`src/design/pllp_pkg.sv`:
```
package pllp_pkg;

  // defaults for the top-level parameters
  localparam int unsigned POOL_DEPTH_DEF = 64;
  localparam int unsigned DATA_WIDTH_DEF = 32;

  // fixed field widths of the stream beats
  localparam int unsigned MODE_W   = 2;
  localparam int unsigned POS_W    = 7;
  localparam int unsigned VALUE_W  = 32;
  localparam int unsigned STATUS_W = 2;
  localparam int unsigned COUNT_W  = 7;

  localparam int unsigned IN_DATA_W  = 40;  // position + value, padded to bytes
  localparam int unsigned OUT_DATA_W = 40;  // read_value + count + empty_res

  // operation codes
  localparam logic [MODE_W-1:0] MODE_FETCH  = 2'd0;
  localparam logic [MODE_W-1:0] MODE_STORE  = 2'd1;
  localparam logic [MODE_W-1:0] MODE_INSERT = 2'd2;
  localparam logic [MODE_W-1:0] MODE_DELETE = 2'd3;

  // result status codes
  localparam logic [STATUS_W-1:0] ST_OK       = 2'd0;
  localparam logic [STATUS_W-1:0] ST_PAST_END = 2'd1;
  localparam logic [STATUS_W-1:0] ST_FULL     = 2'd2;

  // controller to datapath
  typedef struct packed {
    logic load;           // take the input beat, start at the front
    logic walk_step;      // follow one next link
    logic walk_end;       // settle on the current node
    logic dispatch;       // latch the operation status
    logic rd_val;         // read data word of the node
    logic rd_prev;        // read prev link of the node
    logic rd_next_node;   // read next link of the node
    logic rd_next_fresh;  // read next link of the free stack top
    logic wr_val;         // overwrite data word of the node
    logic ins_a;          // fill the fresh node, pop the free stack
    logic ins_b;          // hook the fresh node into its neighbors
    logic del_a;          // unhook the node from its neighbors
    logic del_b;          // push the node onto the free stack
    logic emit;           // load the output register
  } cmd_t;

  // datapath to controller
  typedef struct packed {
    logic              walk_done;
    logic              node_sent;
    logic              pool_full;
    logic              out_free;
    logic [MODE_W-1:0] mode;
  } sts_t;

endpackage

```
`src/design/pllp_ctrl.sv`:
```
module pllp_ctrl
  import pllp_pkg::*;
(
  input  logic clk_i,
  input  logic rst_ni,
  input  logic in_valid_i,
  output logic in_ready_o,
  input  sts_t sts_i,
  output cmd_t cmd_o
);

  localparam logic [3:0] S_IDLE     = 4'd0;
  localparam logic [3:0] S_WALK     = 4'd1;
  localparam logic [3:0] S_DISPATCH = 4'd2;
  localparam logic [3:0] S_INS_A    = 4'd3;
  localparam logic [3:0] S_INS_B    = 4'd4;
  localparam logic [3:0] S_DEL_A    = 4'd5;
  localparam logic [3:0] S_DEL_B    = 4'd6;
  localparam logic [3:0] S_DONE     = 4'd7;

  logic [3:0] state_q, state_d;

  assign in_ready_o = (state_q == S_IDLE);

  always_comb begin
    state_d = state_q;
    cmd_o   = '0;
    case (state_q)
      S_IDLE: begin
        if (in_valid_i) begin
          cmd_o.load = 1'b1;
          state_d    = S_WALK;
        end
      end
      S_WALK: begin
        if (sts_i.walk_done) begin
          cmd_o.walk_end = 1'b1;
          state_d        = S_DISPATCH;
        end else begin
          cmd_o.walk_step = 1'b1;
        end
      end
      S_DISPATCH: begin
        cmd_o.dispatch = 1'b1;
        state_d        = S_DONE;
        if (sts_i.mode == MODE_INSERT) begin
          if (!sts_i.pool_full) begin
            cmd_o.rd_prev       = 1'b1;
            cmd_o.rd_next_fresh = 1'b1;
            state_d             = S_INS_A;
          end
        end else if (!sts_i.node_sent) begin
          case (sts_i.mode)
            MODE_FETCH: cmd_o.rd_val = 1'b1;
            MODE_STORE: cmd_o.wr_val = 1'b1;
            MODE_DELETE: begin
              cmd_o.rd_prev      = 1'b1;
              cmd_o.rd_next_node = 1'b1;
              state_d            = S_DEL_A;
            end
            default: state_d = S_DONE;
          endcase
        end
      end
      S_INS_A: begin
        cmd_o.ins_a = 1'b1;
        state_d     = S_INS_B;
      end
      S_INS_B: begin
        cmd_o.ins_b = 1'b1;
        state_d     = S_DONE;
      end
      S_DEL_A: begin
        cmd_o.del_a = 1'b1;
        state_d     = S_DEL_B;
      end
      S_DEL_B: begin
        cmd_o.del_b = 1'b1;
        state_d     = S_DONE;
      end
      S_DONE: begin
        if (sts_i.out_free) begin
          cmd_o.emit = 1'b1;
          state_d    = S_IDLE;
        end
      end
      default: state_d = S_IDLE;
    endcase
  end

  always_ff @(posedge clk_i or negedge rst_ni) begin
    if (!rst_ni) begin
      state_q <= S_IDLE;
    end else begin
      state_q <= state_d;
    end
  end

endmodule

```
`src/design/pllp_dpath.sv`:
```
module pllp_dpath
  import pllp_pkg::*;
#(
  parameter int unsigned POOL_DEPTH = POOL_DEPTH_DEF,
  parameter int unsigned DATA_WIDTH = DATA_WIDTH_DEF
) (
  input  logic                  clk_i,
  input  logic                  rst_ni,
  input  cmd_t                  cmd_i,
  output sts_t                  sts_o,
  input  logic [MODE_W-1:0]     in_mode_i,
  input  logic [POS_W-1:0]      in_position_i,
  input  logic [VALUE_W-1:0]    in_value_i,
  input  logic                  out_ready_i,
  output logic                  out_valid_o,
  output logic [OUT_DATA_W-1:0] out_data_o,
  output logic [STATUS_W-1:0]   out_status_o
);

  localparam int unsigned LW = $clog2(POOL_DEPTH + 1);  // link incl. sentinel
  localparam int unsigned AW = $clog2(POOL_DEPTH);      // pool address
  localparam logic [LW-1:0] SENT = LW'(POOL_DEPTH);

  logic [DATA_WIDTH-1:0] val_mem  [POOL_DEPTH];
  logic [LW-1:0]         next_mem [POOL_DEPTH];
  logic [LW-1:0]         prev_mem [POOL_DEPTH];

  // sentinel links, free stack and fill mark of the never-used nodes
  logic [LW-1:0] head_q, tail_q, free_top_q, fill_q, count_q;

  logic [LW-1:0]         node_q, fresh_q, before_q;
  logic [POS_W-1:0]      steps_q;
  logic                  fwd_q;
  logic [MODE_W-1:0]     mode_q;
  logic [DATA_WIDTH-1:0] val_q;
  logic [STATUS_W-1:0]   st_q;
  logic [LW-1:0]         nrd_q, prd_q;
  logic [DATA_WIDTH-1:0] vrd_q;

  logic                  out_valid_q;
  logic [VALUE_W-1:0]    out_rd_q;
  logic [COUNT_W-1:0]    out_cnt_q;
  logic                  out_empty_q;
  logic [STATUS_W-1:0]   out_st_q;

  logic [LW-1:0] cur_node, ins_before, free_next;
  logic          fresh_untouched;

  // during the walk the next node comes straight from the link read
  assign cur_node        = fwd_q ? nrd_q : node_q;
  assign ins_before      = (node_q == SENT) ? tail_q : prd_q;
  assign fresh_untouched = (free_top_q == fill_q);
  assign free_next       = fresh_untouched ? (fill_q + LW'(1)) : nrd_q;

  assign sts_o.walk_done = (steps_q == '0) || (cur_node == SENT);
  assign sts_o.node_sent = (node_q == SENT);
  assign sts_o.pool_full = (free_top_q == SENT);
  assign sts_o.out_free  = !out_valid_q || out_ready_i;
  assign sts_o.mode      = mode_q;

  // memory port selection
  logic          val_we;
  logic [AW-1:0] val_waddr;
  logic          next_we, next_re;
  logic [AW-1:0] next_waddr, next_raddr;
  logic [LW-1:0] next_wdata;
  logic          prev_we;
  logic [AW-1:0] prev_waddr;
  logic [LW-1:0] prev_wdata;

  always_comb begin
    val_we    = cmd_i.ins_a || cmd_i.wr_val;
    val_waddr = cmd_i.ins_a ? free_top_q[AW-1:0] : node_q[AW-1:0];

    next_we    = 1'b0;
    next_waddr = node_q[AW-1:0];
    next_wdata = free_top_q;
    if (cmd_i.ins_a) begin
      next_we    = 1'b1;
      next_waddr = free_top_q[AW-1:0];
      next_wdata = node_q;
    end else if (cmd_i.ins_b) begin
      next_we    = (before_q != SENT);
      next_waddr = before_q[AW-1:0];
      next_wdata = fresh_q;
    end else if (cmd_i.del_a) begin
      next_we    = (prd_q != SENT);
      next_waddr = prd_q[AW-1:0];
      next_wdata = nrd_q;
    end else if (cmd_i.del_b) begin
      next_we = 1'b1;
    end

    next_re    = cmd_i.walk_step || cmd_i.rd_next_fresh || cmd_i.rd_next_node;
    next_raddr = node_q[AW-1:0];
    if (cmd_i.walk_step) begin
      next_raddr = cur_node[AW-1:0];
    end else if (cmd_i.rd_next_fresh) begin
      next_raddr = free_top_q[AW-1:0];
    end

    prev_we    = 1'b0;
    prev_waddr = free_top_q[AW-1:0];
    prev_wdata = ins_before;
    if (cmd_i.ins_a) begin
      prev_we = 1'b1;
    end else if (cmd_i.ins_b) begin
      prev_we    = (node_q != SENT);
      prev_waddr = node_q[AW-1:0];
      prev_wdata = fresh_q;
    end else if (cmd_i.del_a) begin
      prev_we    = (nrd_q != SENT);
      prev_waddr = nrd_q[AW-1:0];
      prev_wdata = prd_q;
    end
  end

  always_ff @(posedge clk_i) begin
    if (val_we) begin
      val_mem[val_waddr] <= val_q;
    end
    if (cmd_i.rd_val) begin
      vrd_q <= val_mem[node_q[AW-1:0]];
    end
  end

  always_ff @(posedge clk_i) begin
    if (next_we) begin
      next_mem[next_waddr] <= next_wdata;
    end
    if (next_re) begin
      nrd_q <= next_mem[next_raddr];
    end
  end

  always_ff @(posedge clk_i) begin
    if (prev_we) begin
      prev_mem[prev_waddr] <= prev_wdata;
    end
    if (cmd_i.rd_prev) begin
      prd_q <= prev_mem[node_q[AW-1:0]];
    end
  end

  // list bookkeeping
  always_ff @(posedge clk_i or negedge rst_ni) begin
    if (!rst_ni) begin
      head_q     <= SENT;
      tail_q     <= SENT;
      free_top_q <= '0;
      fill_q     <= '0;
      count_q    <= '0;
      fwd_q      <= 1'b0;
    end else begin
      if (cmd_i.load || cmd_i.walk_end) begin
        fwd_q <= 1'b0;
      end else if (cmd_i.walk_step) begin
        fwd_q <= 1'b1;
      end
      if (cmd_i.ins_a) begin
        free_top_q <= free_next;
        if (fresh_untouched) begin
          fill_q <= fill_q + LW'(1);
        end
      end
      if (cmd_i.ins_b) begin
        if (before_q == SENT) begin
          head_q <= fresh_q;
        end
        if (node_q == SENT) begin
          tail_q <= fresh_q;
        end
        count_q <= count_q + LW'(1);
      end
      if (cmd_i.del_a) begin
        if (nrd_q == SENT) begin
          tail_q <= prd_q;
        end
        if (prd_q == SENT) begin
          head_q <= nrd_q;
        end
      end
      if (cmd_i.del_b) begin
        free_top_q <= node_q;
        if (count_q != '0) begin
          count_q <= count_q - LW'(1);
        end
      end
    end
  end

  // per-item working registers
  always_ff @(posedge clk_i) begin
    if (cmd_i.load) begin
      mode_q  <= in_mode_i;
      val_q   <= DATA_WIDTH'(in_value_i);
      node_q  <= head_q;
      steps_q <= (in_position_i > POS_W'(1)) ? (in_position_i - POS_W'(1)) : '0;
    end
    if (cmd_i.walk_step) begin
      node_q  <= cur_node;
      steps_q <= steps_q - POS_W'(1);
    end
    if (cmd_i.walk_end) begin
      node_q <= cur_node;
    end
    if (cmd_i.dispatch) begin
      if (mode_q == MODE_INSERT) begin
        st_q <= (free_top_q == SENT) ? ST_FULL : ST_OK;
      end else begin
        st_q <= (node_q == SENT) ? ST_PAST_END : ST_OK;
      end
    end
    if (cmd_i.ins_a) begin
      fresh_q  <= free_top_q;
      before_q <= ins_before;
    end
  end

  // output register
  always_ff @(posedge clk_i or negedge rst_ni) begin
    if (!rst_ni) begin
      out_valid_q <= 1'b0;
    end else if (cmd_i.emit) begin
      out_valid_q <= 1'b1;
    end else if (out_ready_i) begin
      out_valid_q <= 1'b0;
    end
  end

  always_ff @(posedge clk_i) begin
    if (cmd_i.emit) begin
      out_rd_q    <= (mode_q == MODE_FETCH && st_q == ST_OK) ? VALUE_W'(vrd_q) : '0;
      out_cnt_q   <= COUNT_W'(count_q);
      out_empty_q <= (count_q == '0);
      out_st_q    <= st_q;
    end
  end

  assign out_valid_o  = out_valid_q;
  assign out_data_o   = {out_empty_q, out_cnt_q, out_rd_q};
  assign out_status_o = out_st_q;

endmodule

```
`src/design/pooled_linked_list_by_position.sv`:
```
// Doubly linked list kept in a pool of POOL_DEPTH nodes, addressed by 1-based position
// (0 and 1 both select the first element). Each input beat fetches, stores, inserts before
// or deletes the element at its position and gives one output beat with the read word,
// a status (ok, past end, pool full), the element count and an empty flag. The node is
// found by following next links from the front, one link per cycle through the link
// memory's registered read port, stopping early at the end of the list; the walk follows
// max(position-1, 0) links, never more than the element count. Items are taken one at a
// time, and an item is held up while a finished output beat still waits for m_axis_tready.
// Free nodes sit on a stack; nodes never used since reset are handed out in order through
// a fill mark, so no clearing pass follows reset.
module pooled_linked_list_by_position
  import pllp_pkg::*;
#(
  parameter int unsigned POOL_DEPTH = POOL_DEPTH_DEF,
  parameter int unsigned DATA_WIDTH = DATA_WIDTH_DEF
) (
  input  logic                  clk_i,
  input  logic                  rst_ni,
  input  logic                  s_axis_tvalid,
  output logic                  s_axis_tready,
  input  logic [IN_DATA_W-1:0]  s_axis_tdata,   // position[6:0], value[38:7], zero pad
  input  logic [MODE_W-1:0]     s_axis_tuser,   // mode[1:0]
  output logic                  m_axis_tvalid,
  input  logic                  m_axis_tready,
  output logic [OUT_DATA_W-1:0] m_axis_tdata,   // read_value[31:0], count[38:32], empty_res[39]
  output logic [STATUS_W-1:0]   m_axis_tuser    // status[1:0]
);

  cmd_t cmd;
  sts_t sts;

  pllp_ctrl u_ctrl (
    .clk_i      (clk_i),
    .rst_ni     (rst_ni),
    .in_valid_i (s_axis_tvalid),
    .in_ready_o (s_axis_tready),
    .sts_i      (sts),
    .cmd_o      (cmd)
  );

  pllp_dpath #(
    .POOL_DEPTH (POOL_DEPTH),
    .DATA_WIDTH (DATA_WIDTH)
  ) u_dpath (
    .clk_i         (clk_i),
    .rst_ni        (rst_ni),
    .cmd_i         (cmd),
    .sts_o         (sts),
    .in_mode_i     (s_axis_tuser),
    .in_position_i (s_axis_tdata[POS_W-1:0]),
    .in_value_i    (s_axis_tdata[POS_W+VALUE_W-1:POS_W]),
    .out_ready_i   (m_axis_tready),
    .out_valid_o   (m_axis_tvalid),
    .out_data_o    (m_axis_tdata),
    .out_status_o  (m_axis_tuser)
  );

endmodule
```
`config.mk`:
```
export PLATFORM = sky130hd
export DESIGN_NAME = pooled_linked_list_by_position
export DESIGN_NICKNAME = d
export VERILOG_FILES = /design/src/design/pllp_pkg.sv /design/src/design/pllp_ctrl.sv /design/src/design/pllp_dpath.sv /design/src/design/pooled_linked_list_by_position.sv
export SDC_FILE = /design/constraint.sdc
export NUM_CORES = 2
export LEC_CHECK = 0
export BUFFER_PORTS_ARGS = -buffer_cell sky130_fd_sc_hd__buf_2
export CAP_MARGIN = 0
export CELL_PAD_IN_SITES_DETAIL_PLACEMENT = 0
export CELL_PAD_IN_SITES_GLOBAL_PLACEMENT = 1
export CORE_MARGIN = 3
export CORE_UTILIZATION = 56
export CTS_CLUSTER_DIAMETER = 200
export DETAILED_ROUTE_END_ITERATION = 16
export PLACE_DENSITY_LB_ADDON = 0.1
export SLEW_MARGIN = 20
export SYNTH_ARGS = -nofsm -noshare
export SYNTH_HDL_FRONTEND = slang
export SYNTH_SLANG_ARGS = --single-unit
```
`constraint.sdc`:
```
create_clock -name clk_i -period 5.7 [get_ports clk_i]
set_input_delay 1.14 -clock clk_i [delete_from_list [all_inputs] [get_ports clk_i]]
set_output_delay 1.14 -clock clk_i [all_outputs]
set_load 0.03 [all_outputs]
```
==> metrics.md <==
| Metric | Value |
|---|---|
| Status | completed |
| Clk slew on worst S/H paths | 0.06 ns |
| Number of synthesized flops with an enable pin | 3,096 |
| Most common cell in the netlist | edfxtp_1 |
| Crit end category | flop |
| Number of global-route vias before repair | 59,000 |
| Layout cells sized above 1 | 27.4% |
| Setup_tns | 0 ns |
| H-tree levels | 5 |
| Antenna violations before repair | 11 |
| Distinct cell type count after synthesis | 75 |
| Clk_skew | 0.0403 ns |
| Placed Instances | 8,510 |
| Final count of hold timing violations | 0 |
| Top cells by count, synth | edfxtp_1 (3,096), mux4_2 (831), nand2_1 (425), nor2_1 (263), clkbuf_1 (167) |
| Largest net degree at the start of global routing | 156 |
| Total GRT Usage | 27.6% |
| Layout area overhead | 12.9% |
| Vias | 59,300 |
| Sink Count | 3,136 |
| Hold WS | 0.225 ns |
| VDD IR max | 0.357 mV |
| Syn nets | 5,725 |
| Fin crit period | 4.91 ns |
| Leak Pwr | 43.4 nW |
| Slew @ Worst Pin | 1.13 ns |
| DR vias/cell | 6.52 |
| Yosys reg bits | 3,136 |
| Post-route clock period utilization | 86.2% |
| Synth warnings | 0 |
| Core Region | 0.215 mm² |
| CTS tree | yes |
| Design Power | 60.8 mW |
| Grt ovf | 0 |
| Setup-failing EPs final | 0 |
| Global-route wire length before repair | 436,000 µm |
| Mapped Area | 0.122 mm² |
| Worst EP required | 6.49 ns |
| Number of port buffers | 88 |
| CTS max path bufs | 4 |
| Clock root buffer | clkbuf_16 |
| Post-Layout Cell Count | 9,092 |
| I/O Pins | 90 |
| Max Cap Viol | 0 |
| Post-Synthesis Cells | 5,672 |
| Final WL | 304,000 µm |
| Hold Path Class | input pin to async pin |
| Seq/Total Area, Yosys | 77.3% |
| Multi-input logic area | 0.0269 mm² |
| Chip Height | 472 µm |
| Top cells by area, synth | edfxtp_1 (76%), mux4_2 (15%), nand2_1 (1.3%) |
| Asr flop ratio synth | 1.28% |
| Post-CTS Hold Buffers | 0 |
| Setup bufs post-CTS | 0 |
| Iteration-0 DRC Markers | 7,369 |
| Relative slew slack | 24.3% |
| RSZ-0062 raised after global routing | false |
| Post-cts resize count | 0 |
| Seq. cell area | 0.0940 mm² |
| Starting Density | 56.5% |
| Die area | 0.223 mm² |
| Critical Path Start Type | flop |
| Critical path type | flop to flop |
| Fmax | 204 MHz |
| Final ANT Viol Nets | 0 |
| FP Rows | 170 |
| Top cell type by total area after synthesis | edfxtp_1 |
| Critical Path Fanout Max | 38 |
| Top-area cell type share of the netlist area | 76.5% |
| GP Congestion | 0.846 |
| Finished Cell Area | 0.137 mm² |
| HPWL after DPL | 169,000 µm |
| Layout filler cell count | 14,600 |
| Final Slew Violations | 0 |
| Nets | 6,056 |
| Die W | 472 µm |
| DRC violations left | 0 |
| DR pass1 iterations | 5 |
| Avg Inst Size Synth | 21.4 µm² |
| Main synth FF type | edfxtp_1 |
| Clock insertion delay at the later pin of the skew report | 0.93 ns |
| Post-DR wirelength/cell | 33.4 µm |
| Crit path DAT | 5.71 ns |
| Total CTS buffers | 328 |
| Placed Area | 0.127 mm² |
| PwrDens | 443 mW/mm² |
==> layout make-up <==
class                      count  area share, %
multi-input combinational   2214           19.6
timing repair buffer         308           1.78
clock inverter               187           1.17
tap                         2838           2.59
clock buffer                 392           6.32
inverter                      15         0.0483
sequential                  3136           68.5
antenna                        2        0.00365
==> registers in the layout, summed over array words and instances, names as in the netlist, 3 cells and up <==
name and count:
u_dpath.out_cnt_q 7, u_dpath.fresh_q 7, u_dpath.node_q 7, u_dpath.prd_q 7, u_dpath.nrd_q 7, u_dpath.val_q 32
u_dpath.count_q 7, u_ctrl.state_q 3, u_dpath.before_q 7, u_dpath.fill_q 7, u_dpath.out_rd_q 32, u_dpath.free_top_q 7
u_dpath.tail_q 7, u_dpath.next_mem 448, u_dpath.steps_q 7, u_dpath.head_q 7, u_dpath.prev_mem 448, u_dpath.vrd_q 32
u_dpath.val_mem 2048
==> per-layer routing <==
layer  global-route usage [%]  up-vias  wire length (µm)
met4                     7.74        2              8310
met1                     40.5    31900            124000
li1                         -    24300                 -
met5                        0        -                12
met2                     43.8     2571            149000
met3                     4.53      472             23200
==> critical path, cell delays in order (launching register included) <==
cell      delay [ns]
edfxtp_1        0.55
or4b_4          0.57
nor4_2          0.37
a211o_2         0.44
a32o_4          0.79
nand2_1         0.68
a21oi_1         0.29
or4_1           0.23
or4b_1          0.51
o22ai_1         0.20
a21o_1          0.12
==> kinds of logic (layout without fill, tap and decap cells) <==
family	count (synthesis)	after routing	synth area share (%)
other	0	2	0
muxes	914	914	16.1
AOI/OAI and AO/OA	354	354	1.88
DFF	3136	3136	77.3
buffers and inverters	322	902	1.15
and+or+nand+nor	907	907	3.26
adders and majority gates	7	7	0.0721
xor gates and xnor gates	32	32	0.231
==> final timing paths <==
| check | slack (ns) | from | to | cells after the start |
|---|---|---|---|---|
| setup / recovery | 0.79 | u_dpath.nrd_q[0] | u_dpath.nrd_q[1] | 10 |
| max in group asynchronous | 5.04 | rst_ni | u_dpath.fill_q[5] | 1 |
| hold / removal | 0.23 | rst_ni | u_dpath.out_valid_o | 1 |
| hold reg to reg | 0.49 | u_dpath.st_q[0] | u_dpath.out_status_o[0] | 0 |
| min in group clk_i | 0.38 | s_axis_tdata[7] | u_dpath.val_q[0] | 1 |
| setup reg to reg | 0.79 | u_dpath.nrd_q[0] | u_dpath.nrd_q[1] | 10 |
==> power breakdown <==
part	total, mW	switching [mW]	internal, mW	leakage, nW
combinational	11.9	7.80	4.15	9.96
sequential	28.3	0.427	27.8	28.4
clock	20.6	8.55	12.1	5.05
total	60.8	16.8	44.1	43.4
==> cell usage in the layout, fill, tap and decap left out, drive strengths merged, types with 20 or more instances in the layout <==
master / instances
a21oi: 116
mux4: 831
mux2i: 72
dfrtp: 38
nand2: 428
edfxtp: 3096
bufinv: 28
nor2: 264
clkinv: 147
clkbuf: 392
o22ai: 43
inv: 20
nand3: 70
o21ai: 56
a22oi: 39
buf: 308
and2: 37
a31oi: 24
xnor2: 22
==> through the flow <==
stage          util [%]  setup slack [ns]
6_report           63.7             0.787
5_1_grt            63.7             0.518
4_1_cts            63.7             0.793
3_5_place_dp       59.0             0.835
3_3_place_gp       59.0             0.868
2_1_floorplan         -              1.41
Power figures use the tool's default switching activity.
